[src/sv/cbrpg_pkg.sv]
`default_nettype none

package cbrpg_pkg;

    // Default sizes handed to the top level parameters
    localparam int MAX_WIDTH_DEF     = 4096;
    localparam int PALETTE_DEPTH_DEF = 16;

    // Geometry registers and the shared divider are 13 bits wide
    localparam int DIV_W  = 13;
    localparam int APB_AW = 5;

    // Stream command codes (s_tuser)
    localparam logic [1:0] CMD_PAL_WRITE = 2'd0;
    localparam logic [1:0] CMD_SET_INDEX = 2'd1;
    localparam logic [1:0] CMD_PIXEL     = 2'd2;
    localparam logic [1:0] CMD_NONE      = 2'd3;

    // Register indexes (paddr[4:2])
    localparam logic [2:0] REG_ROW_WIDTH     = 3'd0;
    localparam logic [2:0] REG_COLUMN_COUNT  = 3'd1;
    localparam logic [2:0] REG_GAP_PIXELS    = 3'd2;
    localparam logic [2:0] REG_BACKGROUND    = 3'd3;
    localparam logic [2:0] REG_PALETTE_COUNT = 3'd4;

    // Register reset values
    localparam logic [12:0] ROW_WIDTH_RST     = 13'd640;
    localparam logic [12:0] COLUMN_COUNT_RST  = 13'd8;
    localparam logic [12:0] GAP_PIXELS_RST    = 13'd0;
    localparam logic [23:0] BACKGROUND_RST    = 24'd0;
    localparam logic [4:0]  PALETTE_COUNT_RST = 5'd1;

    typedef struct packed {
        logic [12:0] row_width;
        logic [12:0] column_count;
        logic [12:0] gap_pixels;
        logic [23:0] background_rgb;
        logic [4:0]  palette_count;
    } cfg_t;

    // Controller -> datapath
    typedef struct packed {
        logic pal_wr;
        logic div_row;
        logic div_idx;
        logic div_adv;
        logic row_clear;
        logic row_set;
        logic pixel_step;
        logic ci_from_div;
        logic out_load;
    } ctrl_cmd_t;

    // Datapath -> controller
    typedef struct packed {
        logic pos_zero;
        logic cc_zero;
        logic adv_slow;
        logic div_done;
        logic out_free;
    } dp_stat_t;

endpackage

`default_nettype wire

[src/sv/cbrpg_div.sv]
`default_nettype none

// Restoring divider, one quotient bit per clock.
module cbrpg_div (
    input  wire logic                        aclk,
    input  wire logic                        aresetn,
    input  wire logic                        start,
    input  wire logic [cbrpg_pkg::DIV_W-1:0] dividend,
    input  wire logic [cbrpg_pkg::DIV_W-1:0] divisor,
    output logic      [cbrpg_pkg::DIV_W-1:0] quot,
    output logic      [cbrpg_pkg::DIV_W-1:0] rem,
    output logic                             done
);

    localparam int DW = cbrpg_pkg::DIV_W;
    localparam int CW = $clog2(DW);
    localparam logic [CW-1:0] LAST_STEP = CW'(DW - 1);

    logic [DW-1:0] quot_reg, quot_next;
    logic [DW-1:0] rem_reg, rem_next;
    logic [DW-1:0] den_reg, den_next;
    logic [CW-1:0] cnt_reg, cnt_next;
    logic          busy_reg, busy_next;
    logic          done_reg, done_next;

    logic [DW:0]   shifted;
    logic [DW:0]   diff;
    logic          ge;

    always_comb begin
        shifted   = {rem_reg, quot_reg[DW-1]};
        diff      = shifted - {1'b0, den_reg};
        ge        = shifted >= {1'b0, den_reg};
        quot_next = quot_reg;
        rem_next  = rem_reg;
        den_next  = den_reg;
        cnt_next  = cnt_reg;
        busy_next = busy_reg;
        done_next = 1'b0;
        if (start) begin
            quot_next = dividend;
            rem_next  = '0;
            den_next  = divisor;
            cnt_next  = '0;
            busy_next = 1'b1;
        end else if (busy_reg) begin
            rem_next  = ge ? diff[DW-1:0] : shifted[DW-1:0];
            quot_next = {quot_reg[DW-2:0], ge};
            cnt_next  = cnt_reg + 1'b1;
            if (cnt_reg == LAST_STEP) begin
                busy_next = 1'b0;
                done_next = 1'b1;
            end
        end
    end

    always_ff @(posedge aclk) begin
        if (!aresetn) begin
            busy_reg <= 1'b0;
            done_reg <= 1'b0;
            cnt_reg  <= '0;
        end else begin
            busy_reg <= busy_next;
            done_reg <= done_next;
            cnt_reg  <= cnt_next;
        end
        quot_reg <= quot_next;
        rem_reg  <= rem_next;
        den_reg  <= den_next;
    end

    assign quot = quot_reg;
    assign rem  = rem_reg;
    assign done = done_reg;

endmodule

`default_nettype wire

[src/sv/cbrpg_datapath.sv]
`default_nettype none

module cbrpg_datapath #(
    parameter int MAX_WIDTH     = cbrpg_pkg::MAX_WIDTH_DEF,
    parameter int PALETTE_DEPTH = cbrpg_pkg::PALETTE_DEPTH_DEF
) (
    input  wire logic                  aclk,
    input  wire logic                  aresetn,
    input  wire cbrpg_pkg::cfg_t       cfg,
    input  wire cbrpg_pkg::ctrl_cmd_t  cmd,
    input  wire logic [7:0]            in_idx,
    input  wire logic [23:0]           in_val,
    input  wire logic                  out_ready,
    output logic                       out_valid,
    output logic [23:0]                out_rgb,
    output logic                       out_last,
    output cbrpg_pkg::dp_stat_t        stat
);

    localparam int DW   = cbrpg_pkg::DIV_W;
    localparam int WCAP = (MAX_WIDTH > 8191) ? 8191 : MAX_WIDTH;
    localparam int PW   = $clog2(WCAP);
    localparam int IW   = $clog2(PALETTE_DEPTH);

    // Row state
    logic [PW-1:0] pos_reg, pos_next;
    logic [DW-1:0] ss_reg, ss_next;
    logic [DW-2:0] lp_reg, lp_next;
    logic [DW-1:0] off_reg, off_next;
    logic [DW-1:0] sq_reg, sq_next;
    logic [IW-1:0] ci_reg, ci_next;
    logic          bg_reg, bg_next;
    logic          last_reg, last_next;

    // Output register
    logic          out_valid_reg, out_valid_next;
    logic [23:0]   out_rgb_reg, out_rgb_next;
    logic          out_last_reg, out_last_next;

    // Palette
    logic [23:0]   pal_mem [PALETTE_DEPTH];
    logic [23:0]   rd_data_reg;
    logic          idx_ok;

    // Divider
    logic          div_start;
    logic [DW-1:0] div_dividend, div_divisor, div_quot, div_rem;
    logic          div_done;

    // Pixel step terms
    logic [DW-1:0] eff_w, eff_pc, usable, pos_w, pos_inc, ci_inc, off_inc;
    logic          active, adv, adv_slow, pix_bg, pix_last, off_wrap;
    logic [IW-1:0] ci_fast;

    always_comb begin
        if (cfg.row_width == '0) begin
            eff_w = DW'(1);
        end else if (cfg.row_width > DW'(WCAP)) begin
            eff_w = DW'(WCAP);
        end else begin
            eff_w = cfg.row_width;
        end
        if (cfg.palette_count == '0) begin
            eff_pc = DW'(1);
        end else if (DW'(cfg.palette_count) > DW'(PALETTE_DEPTH)) begin
            eff_pc = DW'(PALETTE_DEPTH);
        end else begin
            eff_pc = DW'(cfg.palette_count);
        end
        usable = (eff_w > cfg.gap_pixels) ? (eff_w - cfg.gap_pixels) : '0;
    end

    always_comb begin
        pos_w    = DW'(pos_reg);
        pos_inc  = pos_w + 1'b1;
        ci_inc   = DW'(ci_reg) + 1'b1;
        off_inc  = off_reg + 1'b1;
        off_wrap = off_inc >= ss_reg;
        active   = (ss_reg != '0) && (pos_w >= DW'(lp_reg));
        adv      = active && (off_reg == '0) && (sq_reg != '0);
        adv_slow = adv && (ci_inc > eff_pc);
        ci_fast  = (ci_inc < eff_pc) ? IW'(ci_inc) : '0;
        pix_bg   = !active || (off_reg < cfg.gap_pixels) || (sq_reg >= cfg.column_count);
        pix_last = pos_inc >= eff_w;
    end

    // Divider operand select
    assign div_start = cmd.div_row | cmd.div_idx | cmd.div_adv;

    always_comb begin
        priority if (cmd.div_row) begin
            div_dividend = usable;
            div_divisor  = cfg.column_count;
        end else if (cmd.div_idx) begin
            div_dividend = DW'(in_idx);
            div_divisor  = eff_pc;
        end else begin
            div_dividend = ci_inc;
            div_divisor  = eff_pc;
        end
    end

    cbrpg_div u_div (
        .aclk     (aclk),
        .aresetn  (aresetn),
        .start    (div_start),
        .dividend (div_dividend),
        .divisor  (div_divisor),
        .quot     (div_quot),
        .rem      (div_rem),
        .done     (div_done)
    );

    always_comb begin
        pos_next  = pos_reg;
        ss_next   = ss_reg;
        lp_next   = lp_reg;
        off_next  = off_reg;
        sq_next   = sq_reg;
        ci_next   = ci_reg;
        bg_next   = bg_reg;
        last_next = last_reg;
        if (cmd.row_clear) begin
            ss_next  = '0;
            lp_next  = '0;
            off_next = '0;
            sq_next  = '0;
        end
        if (cmd.row_set) begin
            ss_next  = div_quot;
            lp_next  = div_rem[DW-1:1];
            off_next = '0;
            sq_next  = '0;
        end
        if (cmd.pixel_step) begin
            if (active) begin
                if (off_wrap) begin
                    off_next = '0;
                    if (sq_reg != '1) begin
                        sq_next = sq_reg + 1'b1;
                    end
                end else begin
                    off_next = off_inc;
                end
            end
            if (adv && !adv_slow) begin
                ci_next = ci_fast;
            end
            bg_next   = pix_bg;
            last_next = pix_last;
            pos_next  = pix_last ? '0 : PW'(pos_inc);
        end
        if (cmd.ci_from_div) begin
            ci_next = IW'(div_rem);
        end
    end

    always_comb begin
        out_valid_next = out_valid_reg && !out_ready;
        out_rgb_next   = out_rgb_reg;
        out_last_next  = out_last_reg;
        if (cmd.out_load) begin
            out_valid_next = 1'b1;
            out_rgb_next   = bg_reg ? cfg.background_rgb : rd_data_reg;
            out_last_next  = last_reg;
        end
    end

    always_ff @(posedge aclk) begin
        if (!aresetn) begin
            pos_reg       <= '0;
            ss_reg        <= '0;
            lp_reg        <= '0;
            off_reg       <= '0;
            sq_reg        <= '0;
            ci_reg        <= '0;
            out_valid_reg <= 1'b0;
        end else begin
            pos_reg       <= pos_next;
            ss_reg        <= ss_next;
            lp_reg        <= lp_next;
            off_reg       <= off_next;
            sq_reg        <= sq_next;
            ci_reg        <= ci_next;
            out_valid_reg <= out_valid_next;
        end
        bg_reg       <= bg_next;
        last_reg     <= last_next;
        out_rgb_reg  <= out_rgb_next;
        out_last_reg <= out_last_next;
    end

    // Palette: one write port, registered read that follows the next index
    assign idx_ok = {1'b0, in_idx} < 9'(PALETTE_DEPTH);

    always_ff @(posedge aclk) begin
        if (cmd.pal_wr && idx_ok) begin
            pal_mem[in_idx[IW-1:0]] <= in_val;
        end
        rd_data_reg <= pal_mem[ci_next];
    end

    assign out_valid = out_valid_reg;
    assign out_rgb   = out_rgb_reg;
    assign out_last  = out_last_reg;

    always_comb begin
        stat.pos_zero = pos_reg == '0;
        stat.cc_zero  = cfg.column_count == '0;
        stat.adv_slow = adv_slow;
        stat.div_done = div_done;
        stat.out_free = !out_valid_reg || out_ready;
    end

endmodule

`default_nettype wire

[src/sv/cbrpg_ctrl.sv]
`default_nettype none

module cbrpg_ctrl (
    input  wire logic                 aclk,
    input  wire logic                 aresetn,
    input  wire logic                 in_valid,
    input  wire logic [1:0]           in_cmd,
    input  wire cbrpg_pkg::dp_stat_t  stat,
    output logic                      in_ready,
    output cbrpg_pkg::ctrl_cmd_t      cmd
);

    typedef enum logic [5:0] {
        ST_IDLE    = 6'b000001,
        ST_PIXEL   = 6'b000010,
        ST_DIV_ROW = 6'b000100,
        ST_DIV_IDX = 6'b001000,
        ST_DIV_ADV = 6'b010000,
        ST_EMIT    = 6'b100000
    } state_t;

    state_t state_reg, state_next;
    logic   accept;

    always_comb begin
        state_next = state_reg;
        cmd        = '0;
        in_ready   = (state_reg == ST_IDLE) && stat.out_free;
        accept     = in_valid && in_ready;
        unique case (state_reg)
            ST_IDLE: begin
                if (accept) begin
                    unique case (in_cmd)
                        cbrpg_pkg::CMD_PAL_WRITE: begin
                            cmd.pal_wr = 1'b1;
                        end
                        cbrpg_pkg::CMD_SET_INDEX: begin
                            cmd.div_idx = 1'b1;
                            state_next  = ST_DIV_IDX;
                        end
                        cbrpg_pkg::CMD_PIXEL: begin
                            if (stat.pos_zero && stat.cc_zero) begin
                                cmd.row_clear = 1'b1;
                                state_next    = ST_PIXEL;
                            end else if (stat.pos_zero) begin
                                cmd.div_row = 1'b1;
                                state_next  = ST_DIV_ROW;
                            end else if (stat.adv_slow) begin
                                cmd.pixel_step = 1'b1;
                                cmd.div_adv    = 1'b1;
                                state_next     = ST_DIV_ADV;
                            end else begin
                                cmd.pixel_step = 1'b1;
                                state_next     = ST_EMIT;
                            end
                        end
                        cbrpg_pkg::CMD_NONE: begin
                        end
                    endcase
                end
            end
            ST_PIXEL: begin
                cmd.pixel_step = 1'b1;
                if (stat.adv_slow) begin
                    cmd.div_adv = 1'b1;
                    state_next  = ST_DIV_ADV;
                end else begin
                    state_next  = ST_EMIT;
                end
            end
            ST_DIV_ROW: begin
                if (stat.div_done) begin
                    cmd.row_set = 1'b1;
                    state_next  = ST_PIXEL;
                end
            end
            ST_DIV_IDX: begin
                if (stat.div_done) begin
                    cmd.ci_from_div = 1'b1;
                    state_next      = ST_IDLE;
                end
            end
            ST_DIV_ADV: begin
                if (stat.div_done) begin
                    cmd.ci_from_div = 1'b1;
                    state_next      = ST_EMIT;
                end
            end
            ST_EMIT: begin
                cmd.out_load = 1'b1;
                state_next   = ST_IDLE;
            end
            default: begin
                state_next = ST_IDLE;
            end
        endcase
    end

    always_ff @(posedge aclk) begin
        if (!aresetn) begin
            state_reg <= ST_IDLE;
        end else begin
            state_reg <= state_next;
        end
    end

endmodule

`default_nettype wire

[src/sv/checkerboard_row_pattern_generator.sv]
// Checkerboard row pattern generator.
// Input stream (s_): one transaction per command; s_tuser is the command, s_tdata
// carries the palette entry/index and color. Commands: palette write, set color
// index (taken modulo the palette count), next pixel. Only next pixel gives a
// result transaction on the m_ stream: the pixel color in m_tdata, m_tlast on
// the last pixel of the row. Geometry and the background color (palette colors
// come on the stream) live in APB registers, which the user must write only
// while the block is idle; the block itself does not enforce this. A palette
// write is stored as it is accepted. Set index runs the 13-step shared restoring
// divider, then hands the remainder to the index. A pixel is accepted and
// stepped, then the output register is loaded from the registered palette read.
// The first pixel of a row first runs the square size / remainder division
// (none when the column count is zero); a pixel whose palette advance cannot be
// wrapped by one compare (palette count at or below the current index) also runs the divider.
// Reset (aresetn low, synchronous) restores register defaults, clears index,
// position and row counters; palette contents stay undefined until written.
// A stalled receiver holds the result in the output register; the next command
// is taken once that register is free or is being emptied in the same cycle.
`default_nettype none

module checkerboard_row_pattern_generator #(
    parameter int MAX_WIDTH     = cbrpg_pkg::MAX_WIDTH_DEF,
    parameter int PALETTE_DEPTH = cbrpg_pkg::PALETTE_DEPTH_DEF
) (
    input  wire logic                          aclk,
    input  wire logic                          aresetn,
    // APB configuration
    input  wire logic                          psel,
    input  wire logic                          penable,
    input  wire logic                          pwrite,
    input  wire logic [cbrpg_pkg::APB_AW-1:0]  paddr,
    input  wire logic [31:0]                   pwdata,
    output logic      [31:0]                   prdata,
    output logic                               pready,
    // Command stream
    input  wire logic                          s_tvalid,
    output logic                               s_tready,
    input  wire logic [31:0]                   s_tdata,   // [7:0] entry_index, [31:8] color_value
    input  wire logic [1:0]                    s_tuser,   // [1:0] command
    // Pixel stream
    output logic                               m_tvalid,
    input  wire logic                          m_tready,
    output logic      [23:0]                   m_tdata,   // [23:0] pixel_rgb
    output logic                               m_tlast    // last_in_row
);

    cbrpg_pkg::cfg_t      cfg_reg, cfg_next;
    cbrpg_pkg::ctrl_cmd_t cmd;
    cbrpg_pkg::dp_stat_t  stat;
    logic                 cfg_wr;
    logic [2:0]           reg_sel;

    // Register file: index is the word address
    assign pready  = 1'b1;
    assign reg_sel = paddr[cbrpg_pkg::APB_AW-1:2];
    assign cfg_wr  = psel && penable && pwrite && pready;

    always_comb begin
        cfg_next = cfg_reg;
        if (cfg_wr) begin
            unique case (reg_sel)
                cbrpg_pkg::REG_ROW_WIDTH:     cfg_next.row_width      = pwdata[12:0];
                cbrpg_pkg::REG_COLUMN_COUNT:  cfg_next.column_count   = pwdata[12:0];
                cbrpg_pkg::REG_GAP_PIXELS:    cfg_next.gap_pixels     = pwdata[12:0];
                cbrpg_pkg::REG_BACKGROUND:    cfg_next.background_rgb = pwdata[23:0];
                cbrpg_pkg::REG_PALETTE_COUNT: cfg_next.palette_count  = pwdata[4:0];
                default: begin
                end
            endcase
        end
    end

    always_comb begin
        unique case (reg_sel)
            cbrpg_pkg::REG_ROW_WIDTH:     prdata = 32'(cfg_reg.row_width);
            cbrpg_pkg::REG_COLUMN_COUNT:  prdata = 32'(cfg_reg.column_count);
            cbrpg_pkg::REG_GAP_PIXELS:    prdata = 32'(cfg_reg.gap_pixels);
            cbrpg_pkg::REG_BACKGROUND:    prdata = 32'(cfg_reg.background_rgb);
            cbrpg_pkg::REG_PALETTE_COUNT: prdata = 32'(cfg_reg.palette_count);
            default:                      prdata = '0;
        endcase
    end

    always_ff @(posedge aclk) begin
        if (!aresetn) begin
            cfg_reg.row_width      <= cbrpg_pkg::ROW_WIDTH_RST;
            cfg_reg.column_count   <= cbrpg_pkg::COLUMN_COUNT_RST;
            cfg_reg.gap_pixels     <= cbrpg_pkg::GAP_PIXELS_RST;
            cfg_reg.background_rgb <= cbrpg_pkg::BACKGROUND_RST;
            cfg_reg.palette_count  <= cbrpg_pkg::PALETTE_COUNT_RST;
        end else begin
            cfg_reg <= cfg_next;
        end
    end

    // Sequencer: decodes commands, runs the divider, paces the output register
    cbrpg_ctrl u_ctrl (
        .aclk     (aclk),
        .aresetn  (aresetn),
        .in_valid (s_tvalid),
        .in_cmd   (s_tuser),
        .stat     (stat),
        .in_ready (s_tready),
        .cmd      (cmd)
    );

    // Row counters, palette memory, divider and output register
    cbrpg_datapath #(
        .MAX_WIDTH     (MAX_WIDTH),
        .PALETTE_DEPTH (PALETTE_DEPTH)
    ) u_dp (
        .aclk      (aclk),
        .aresetn   (aresetn),
        .cfg       (cfg_reg),
        .cmd       (cmd),
        .in_idx    (s_tdata[7:0]),
        .in_val    (s_tdata[31:8]),
        .out_ready (m_tready),
        .out_valid (m_tvalid),
        .out_rgb   (m_tdata),
        .out_last  (m_tlast),
        .stat      (stat)
    );

    // A new command is only offered when the output register can take a pixel
    a_ready_out_free: assert property (@(posedge aclk) disable iff (!aresetn)
        s_tready |-> (!m_tvalid || m_tready))
        else $error("command accepted while output register blocked");

    // An accepted pixel transaction always moves the sequencer out of idle, holding off the input
    a_pixel_busy: assert property (@(posedge aclk) disable iff (!aresetn)
        (s_tvalid && s_tready && (s_tuser == cbrpg_pkg::CMD_PIXEL)) |=> !s_tready)
        else $error("pixel command did not hold off the input");

    // A fresh result is loaded only from the emit step, never from idle
    a_emit_not_idle: assert property (@(posedge aclk) disable iff (!aresetn)
        $rose(m_tvalid) |-> $past(!s_tready))
        else $error("result appeared while sequencer was idle");

endmodule

`default_nettype wire

[config.mk]
export PLATFORM = sky130hd
export DESIGN_NAME = checkerboard_row_pattern_generator
export DESIGN_NICKNAME = d
export VERILOG_FILES = /design/src/sv/cbrpg_pkg.sv /design/src/sv/cbrpg_div.sv /design/src/sv/cbrpg_datapath.sv /design/src/sv/cbrpg_ctrl.sv /design/src/sv/checkerboard_row_pattern_generator.sv
export SDC_FILE = /design/constraint.sdc
export NUM_CORES = 1
export LEC_CHECK = 0
export BUFFER_PORTS_ARGS = -buffer_cell sky130_fd_sc_hd__buf_2
export CORE_MARGIN = 5
export CORE_UTILIZATION = 30
export DETAILED_ROUTE_END_ITERATION = 16
export HOLD_SLACK_MARGIN = 0.1
export PLACE_DENSITY_LB_ADDON = 0.2
export REMOVE_ABC_BUFFERS = 1
export SLEW_MARGIN = 20
export SYNTH_ARGS = -nofsm -noshare
export SYNTH_HDL_FRONTEND = slang
export SYNTH_HIERARCHICAL = 1
export SYNTH_SLANG_ARGS = --single-unit
[constraint.sdc]
create_clock -name aclk -period 5.3 [get_ports aclk]
set_input_delay 0.53 -clock aclk [delete_from_list [all_inputs] [get_ports aclk]]
set_output_delay 0.53 -clock aclk [all_outputs]
set_load 0.03 [all_outputs]
==> impl_metrics.ini, run 1 <==
[die]
start_util_pct = 30.2
io_pins = 138
core_mm2 = 0.102
die_w_um = 330
die_h_um = 330
rows = 117
die-area_mm2 = 0.109

[sta]
setup_violations = 0
hold_viol_final = 0
fin_crit_sh_pct = 86.1
skew_ns = 0.0189
max_slew.worst_pin.slew_ns = 1.16
fin_tns_setup_ns = 0
grt_setup_unrepaired = false
max_freq_mhz = 219
maxSlewViolCount = 0
period_minus_slack_ns = 4.56
timing.slew.headroom_pct = 22.8

[cells_and_area]
syn_to_final_growth_pct = 15.3
layout.nets = 2835
fin_cells = 4080
finish.utilization_pct = 34.8
largest_reg_flops = 384
final_area_mm2 = 0.0355
drive_gt1_share_pct = 17.7
fillers = 10016

[clocking]
clock_latency_ns = 0.63
cts_tree = yes
cts-hold-fix-buffers = 0
clockRootBuffer = clkbuf_16
htreeDepth = 3
cts_resized = 0
cts_setup_buffers = 0
cts_buffers = 71
clk_pin_slew_ns = 0.06
cts_buffer_depth = 3
cts.sinks = 622

[power]
pwr_density_cell_mw_per_mm2 = 334
leakagePower_nw = 12.6
ir_drop_mv = 0.234
total_power_mw = 11.8

[route]
initialDrtViolationCount = 1541
drc = 0
first_pass_iters = 6
ant_nets = 0
routed_wl_um = 96800
wl_per_cell_um = 23.7
viasPerCell = 5.31
vias = 21657

[worst_setup_path]
cp-start-kind = register
crit_type = reg2reg
worstPathArrival_ns = 5.11
cp_max_fo = 24
cp-end-kind = register
crit_required_ns = 5.84
reg2reg_slack_ns = 0.74

[synthesis]
yosys-top-cells-area = edfxtp_1 (43%), dfxtp_1 (12%), mux2i_1 (5.6%), mux2_2 (4.4%), ha_1 (4.2%)
synth_cell_types = 96
ys_ff_latch = 622
syn_area_per_cell_um2 = 12.0
syn-cell-area_mm2 = 0.0308
synth_top_cell_by_area = edfxtp_1
async_reset_ff_share_pct = 0
ys_warn_count = 6
ys_seq_area_share_pct = 54.6
ys.flop_type = edfxtp_1
synth_edf_count = 437
syn_inst = 2561
synth_top_area_share_pct = 42.6

[placement]
dp_hpwl_um = 62000
gp_congestion = 0.855
portBuffers = 118
placed_area_mm2 = 0.0331
dp.cells = 3947

[run]
max_cap_violations = 0

[status]
status = finished clean

[hold_path]
hp-class = in2reg

[global_route]
met2_usage_pct = 29.2
gr-total-overflow = 0
grt_pass1_wl_um = 143000
grt_usage_pct = 17.3
grt_max_degree = 80
grt_pass1_vias = 21884
grt_antenna_before_repair = 11
met3_usage_pct = 2.88
gr-usage-met1_pct = 23.8
grt_busiest_layer = met2
final cells by class:
| class | instances | area (um2) | share of cell area [%] |
|---|---|---|---|
| Antenna cell | 3 | 7.51 | 0.0212 |
| Clock buffer | 105 | 2100 | 5.91 |
| Timing Repair Buffer | 183 | 1260 | 3.54 |
| Clock inverter | 25 | 270 | 0.762 |
| Inverter | 108 | 407 | 1.15 |
| Multi-Input combinational cell | 1666 | 12900 | 36.4 |
| Tap cell | 1368 | 1710 | 4.82 |
| Sequential cell | 622 | 16800 | 47.4 |
through the flow:
step	worst slack [ns]	hold slack, ns
after floorplan	-3.10	0.400
after global placement	0.895	0.449
after detailed placement	0.857	0.459
after CTS	0.818	0.104
after global routing	0.526	0.125
final	0.736	0.143
power breakdown:
group | internal, mW | leakage (nW) | switching, mW
combinational | 0.583 | 5.96 | 0.846
sequential | 5.28 | 5.45 | 0.170
clock | 2.91 | 1.16 | 2.05
cell families after synthesis:
group           share of synthesized area (%)
simple gates                             10.0
mux                                      11.3
buf+inv                                  4.23
compound gates                           14.1
xor+xnor                                 1.34
flops                                    54.6
other cells                            0.0244
fa+ha+maj                                4.32
worst paths after layout:
| path | start | end | depth (start not counted) |
|---|---|---|---|
| max | u_dp/ci_reg[0]$_SDFF_PN0_ | u_dp/rd_data_reg[5]$_DFF_P_ | 14 |
| min | pwdata[22] | cfg_reg[27]$_SDFFE_PN0P_ | 3 |
| max reg2reg | u_dp/ci_reg[0]$_SDFF_PN0_ | u_dp/rd_data_reg[5]$_DFF_P_ | 14 |
| min reg2reg | cfg_reg[20]$_SDFFE_PN0P_ | cfg_reg[20]$_SDFFE_PN0P_ | 2 |
cells in the mapped netlist (23+ instances only):
library cell	count
nor2_1	108
dfxtp_1	185
a21oi_1	95
ha_1	103
o221ai_1	101
xnor2_1	23
edfxtp_1	437
nand3_1	55
nor3_1	49
inv_1	105
nor2b_1	32
xor2_1	24
mux2_2	121
clkbuf_1	104
mux2i_1	173
nand4_1	50
o21ai_0	44
a21o_1	117
buf_2	25
nand2_1	182
and2_1	24
o2bb2ai_1	98
cell usage in the layout (no fill, tap or decap), types with 32 or more instances in the layout:
master	instances
a21oi_1	95
o21ai_0	44
nand4_1	50
inv_1	103
mux2_2	121
nor2b_1	32
clkbuf_16	73
a21o_1	117
buf_4	52
o221ai_1	101
edfxtp_1	437
o2bb2ai_1	98
nor2_1	93
nand3_1	55
nand2_1	182
buf_2	117
nor3_1	43
mux2i_1	173
dfxtp_1	184
ha_1	103
worst max-delay path, stage by stage (launching register included):
cell	delay (ns)
dfxtp_1	0.54
nand3_1	0.15
xor2_1	0.50
inv_1	0.10
ha_1	0.33
and3_1	0.18
o21ai_1	0.08
and3_1	0.40
nor2_1	0.15
nand4b_1	0.37
a2bb2oi_1	0.51
a32o_1	0.23
buf_4	0.44
o221ai_1	0.31
nand4_1	0.18
routing by layer:
metal  up-vias  routed length, um  share of wire [%]
met4         2               1730                1.8
met2       618              45800                 47
met3       130               5090                5.3
met5         -                 13              0.013
li1       9970                  -                  -
met1     10937              44200                 46
Power figures use the tool's default switching activity.
==> run 2: changes to the inputs <==
Settings changed: CORE_UTILIZATION 30 to 60.
==> run 2 against run 1 <==
  * Count of clock-buffer cells in the layout decreased by 7
  * Fmax increased by 1.7%
  * Register-to-register slack improved by 0.07 ns
  * Worst setup slack improved by 0.075 ns
  * Sequential cell count unchanged
  * Critical path type unchanged
==> impl_metrics.ini, run 2 (same netlist as run 1, synthesis figures left out) <==
[sta]
fin_crit_sh_pct = 84.7
timing.slew.headroom_pct = 23.5
fin_ws_ns = 0.811
fin_tns_setup_ns = 0
max_freq_mhz = 223
holdWs_ns = 0.167
hold_viol_final = 0
setup_violations = 0
grt_setup_unrepaired = false
max_slew.worst_pin.slew_ns = 1.14
period_minus_slack_ns = 4.49
skew_ns = 0.0243
maxSlewViolCount = 0

[route]
wl_per_cell_um = 25.1
initialDrtViolationCount = 2274
vias = 22093
drc = 0
first_pass_iters = 6
viasPerCell = 6.55
routed_wl_um = 84500
ant_nets = 0

[worst_setup_path]
crit_type = reg2reg
crit_buf_inv = 4
rr_worst_depth = 17
cp-start-kind = register
worstPathArrival_ns = 5.03
worstReg2RegStart = u_dp/pos_reg[0]$_SDFFE_PN0P_
cp_max_fo = 24
r2r_end = u_dp/rd_data_reg[22]$_DFF_P_
slowest_stage = a31o_2
reg2reg_slack_ns = 0.81
crit_family = simple AND/OR/NAND/NOR gates
max_stage_delay_ns = 0.83
crit_required_ns = 5.84
crit_path_cell_trace = inv_1, ha_1, nor4b_1, nand2_1, nor4_1, or3b_2, nor4_1, or2_2, clkinv_1, buf_4, nor3_1, o2111ai_1, o31ai_1, buf_4, a31o_2, o221ai_1, nand4_1
cp-end-kind = register

[die]
io_pins = 138
rows = 83
die_h_um = 237
core_mm2 = 0.0511
die_w_um = 237
die-area_mm2 = 0.0559
start_util_pct = 60.3

[clocking]
cts_setup_buffers = 0
cts_buffer_depth = 3
cts-hold-fix-buffers = 0
cts_tree = yes
clockRootBuffer = clkbuf_16
cts.sinks = 622
clk_pin_slew_ns = 0.06
htreeDepth = 3
clock_latency_ns = 0.61
cts_resized = 0
cts_buffers = 66

[cells_and_area]
multi_input_area_mm2 = 0.0129
fin_cells = 3373
final_area_mm2 = 0.0344
seqCellArea_mm2 = 0.0168
fillers = 3705
drive_gt1_share_pct = 16.5
largest_reg_flops = 384
layout.nets = 2822
mostFrequentLayoutCells = edfxtp_1 (437), dfxtp_1 (184), nand2_1 (182), mux2i_1 (173), mux2_2 (121)
syn_to_final_growth_pct = 11.6
layout_commonest_cell = edfxtp_1
finish.utilization_pct = 67.2

[hold_path]
hp-class = in2reg
min_path_cells = 3
hp-start = pwdata[16]
holdPathEnd = cfg_reg[21]$_SDFFE_PN0P_

[power]
total_power_mw = 11.2
leakagePower_nw = 12.4
pwr_density_cell_mw_per_mm2 = 327
ir_drop_mv = 0.283

[global_route]
grt_pass1_vias = 21822
grt_usage_pct = 29.2
grt_max_degree = 98
grt_pass1_wl_um = 128000
grt_antenna_before_repair = 6
gr-total-overflow = 0

[placement]
gp_congestion = 0.950
placed_area_mm2 = 0.0323
place_ws_ns = 0.866
dp.cells = 3249
portBuffers = 118
dp_hpwl_um = 53200

[status]
status = finished clean

[run]
max_cap_violations = 0
==> run 2: cell count changes in the layout (fill, tap and decap cells not counted), sizes merged <==
cell and delta:
clkinv +1, buf -8, clkinvlp -2, inv -1
bufinv -2, clkbuf -7
==> run 2: worst max-delay path by stage <==
stage | from | end | slack, ns | cells after the start
after floorplan | u_dp/pos_reg[0]$_SDFFE_PN0P_ | u_dp/rd_data_reg[0]$_DFF_P_ | -3.10 | 12
after global placement | u_dp/pos_reg[0]$_SDFFE_PN0P_ | u_dp/rd_data_reg[11]$_DFF_P_ | 0.87 | 17
after detailed placement | u_dp/pos_reg[0]$_SDFFE_PN0P_ | u_dp/rd_data_reg[11]$_DFF_P_ | 0.87 | 17
after CTS | u_dp/pos_reg[0]$_SDFFE_PN0P_ | u_dp/rd_data_reg[9]$_DFF_P_ | 0.84 | 17
after global routing | u_dp/pos_reg[0]$_SDFFE_PN0P_ | u_dp/rd_data_reg[12]$_DFF_P_ | 0.51 | 17
final | u_dp/pos_reg[0]$_SDFFE_PN0P_ | u_dp/rd_data_reg[22]$_DFF_P_ | 0.81 | 17
==> run 2: final cells by class <==
class / count / share of cell area (%)
Clock buffer: 98 / 5.45
Tap cell: 680 / 2.48
Inverter: 108 / 1.18
Multi-Input combinational cell: 1666 / 37.5
Antenna cell: 3 / 0.0218
Clock inverter: 21 / 0.495
Timing Repair Buffer: 175 / 3.84
Sequential cell: 622 / 49.0
==> run 2: worst reg2reg max path: cells and delay by family (launching register included) <==
kind | cells | cell delay, ns
compound gates | 4 | 1.59
flops | 1 | 0.39
buf+inv | 4 | 0.55
simple gates | 8 | 1.72
fa+ha+maj | 1 | 0.19
==> run 2: metal layers <==
| metal | up-vias | wire length (um) | GRT usage [%] |
|---|---|---|---|
| li1 | 9918 | - | - |
| met1 | 10931 | 33800 | 38.5 |
| met2 | 1045 | 41300 | 48.6 |
| met3 | 193 | 6140 | 4.57 |
| met4 | 6 | 3220 | 12.2 |
| met5 | - | 41 | 0 |
==> run 2: power breakdown <==
part | switching (mW) | internal (mW)
clock network | 1.88 | 2.51
logic | 0.851 | 0.586
registers | 0.130 | 5.28
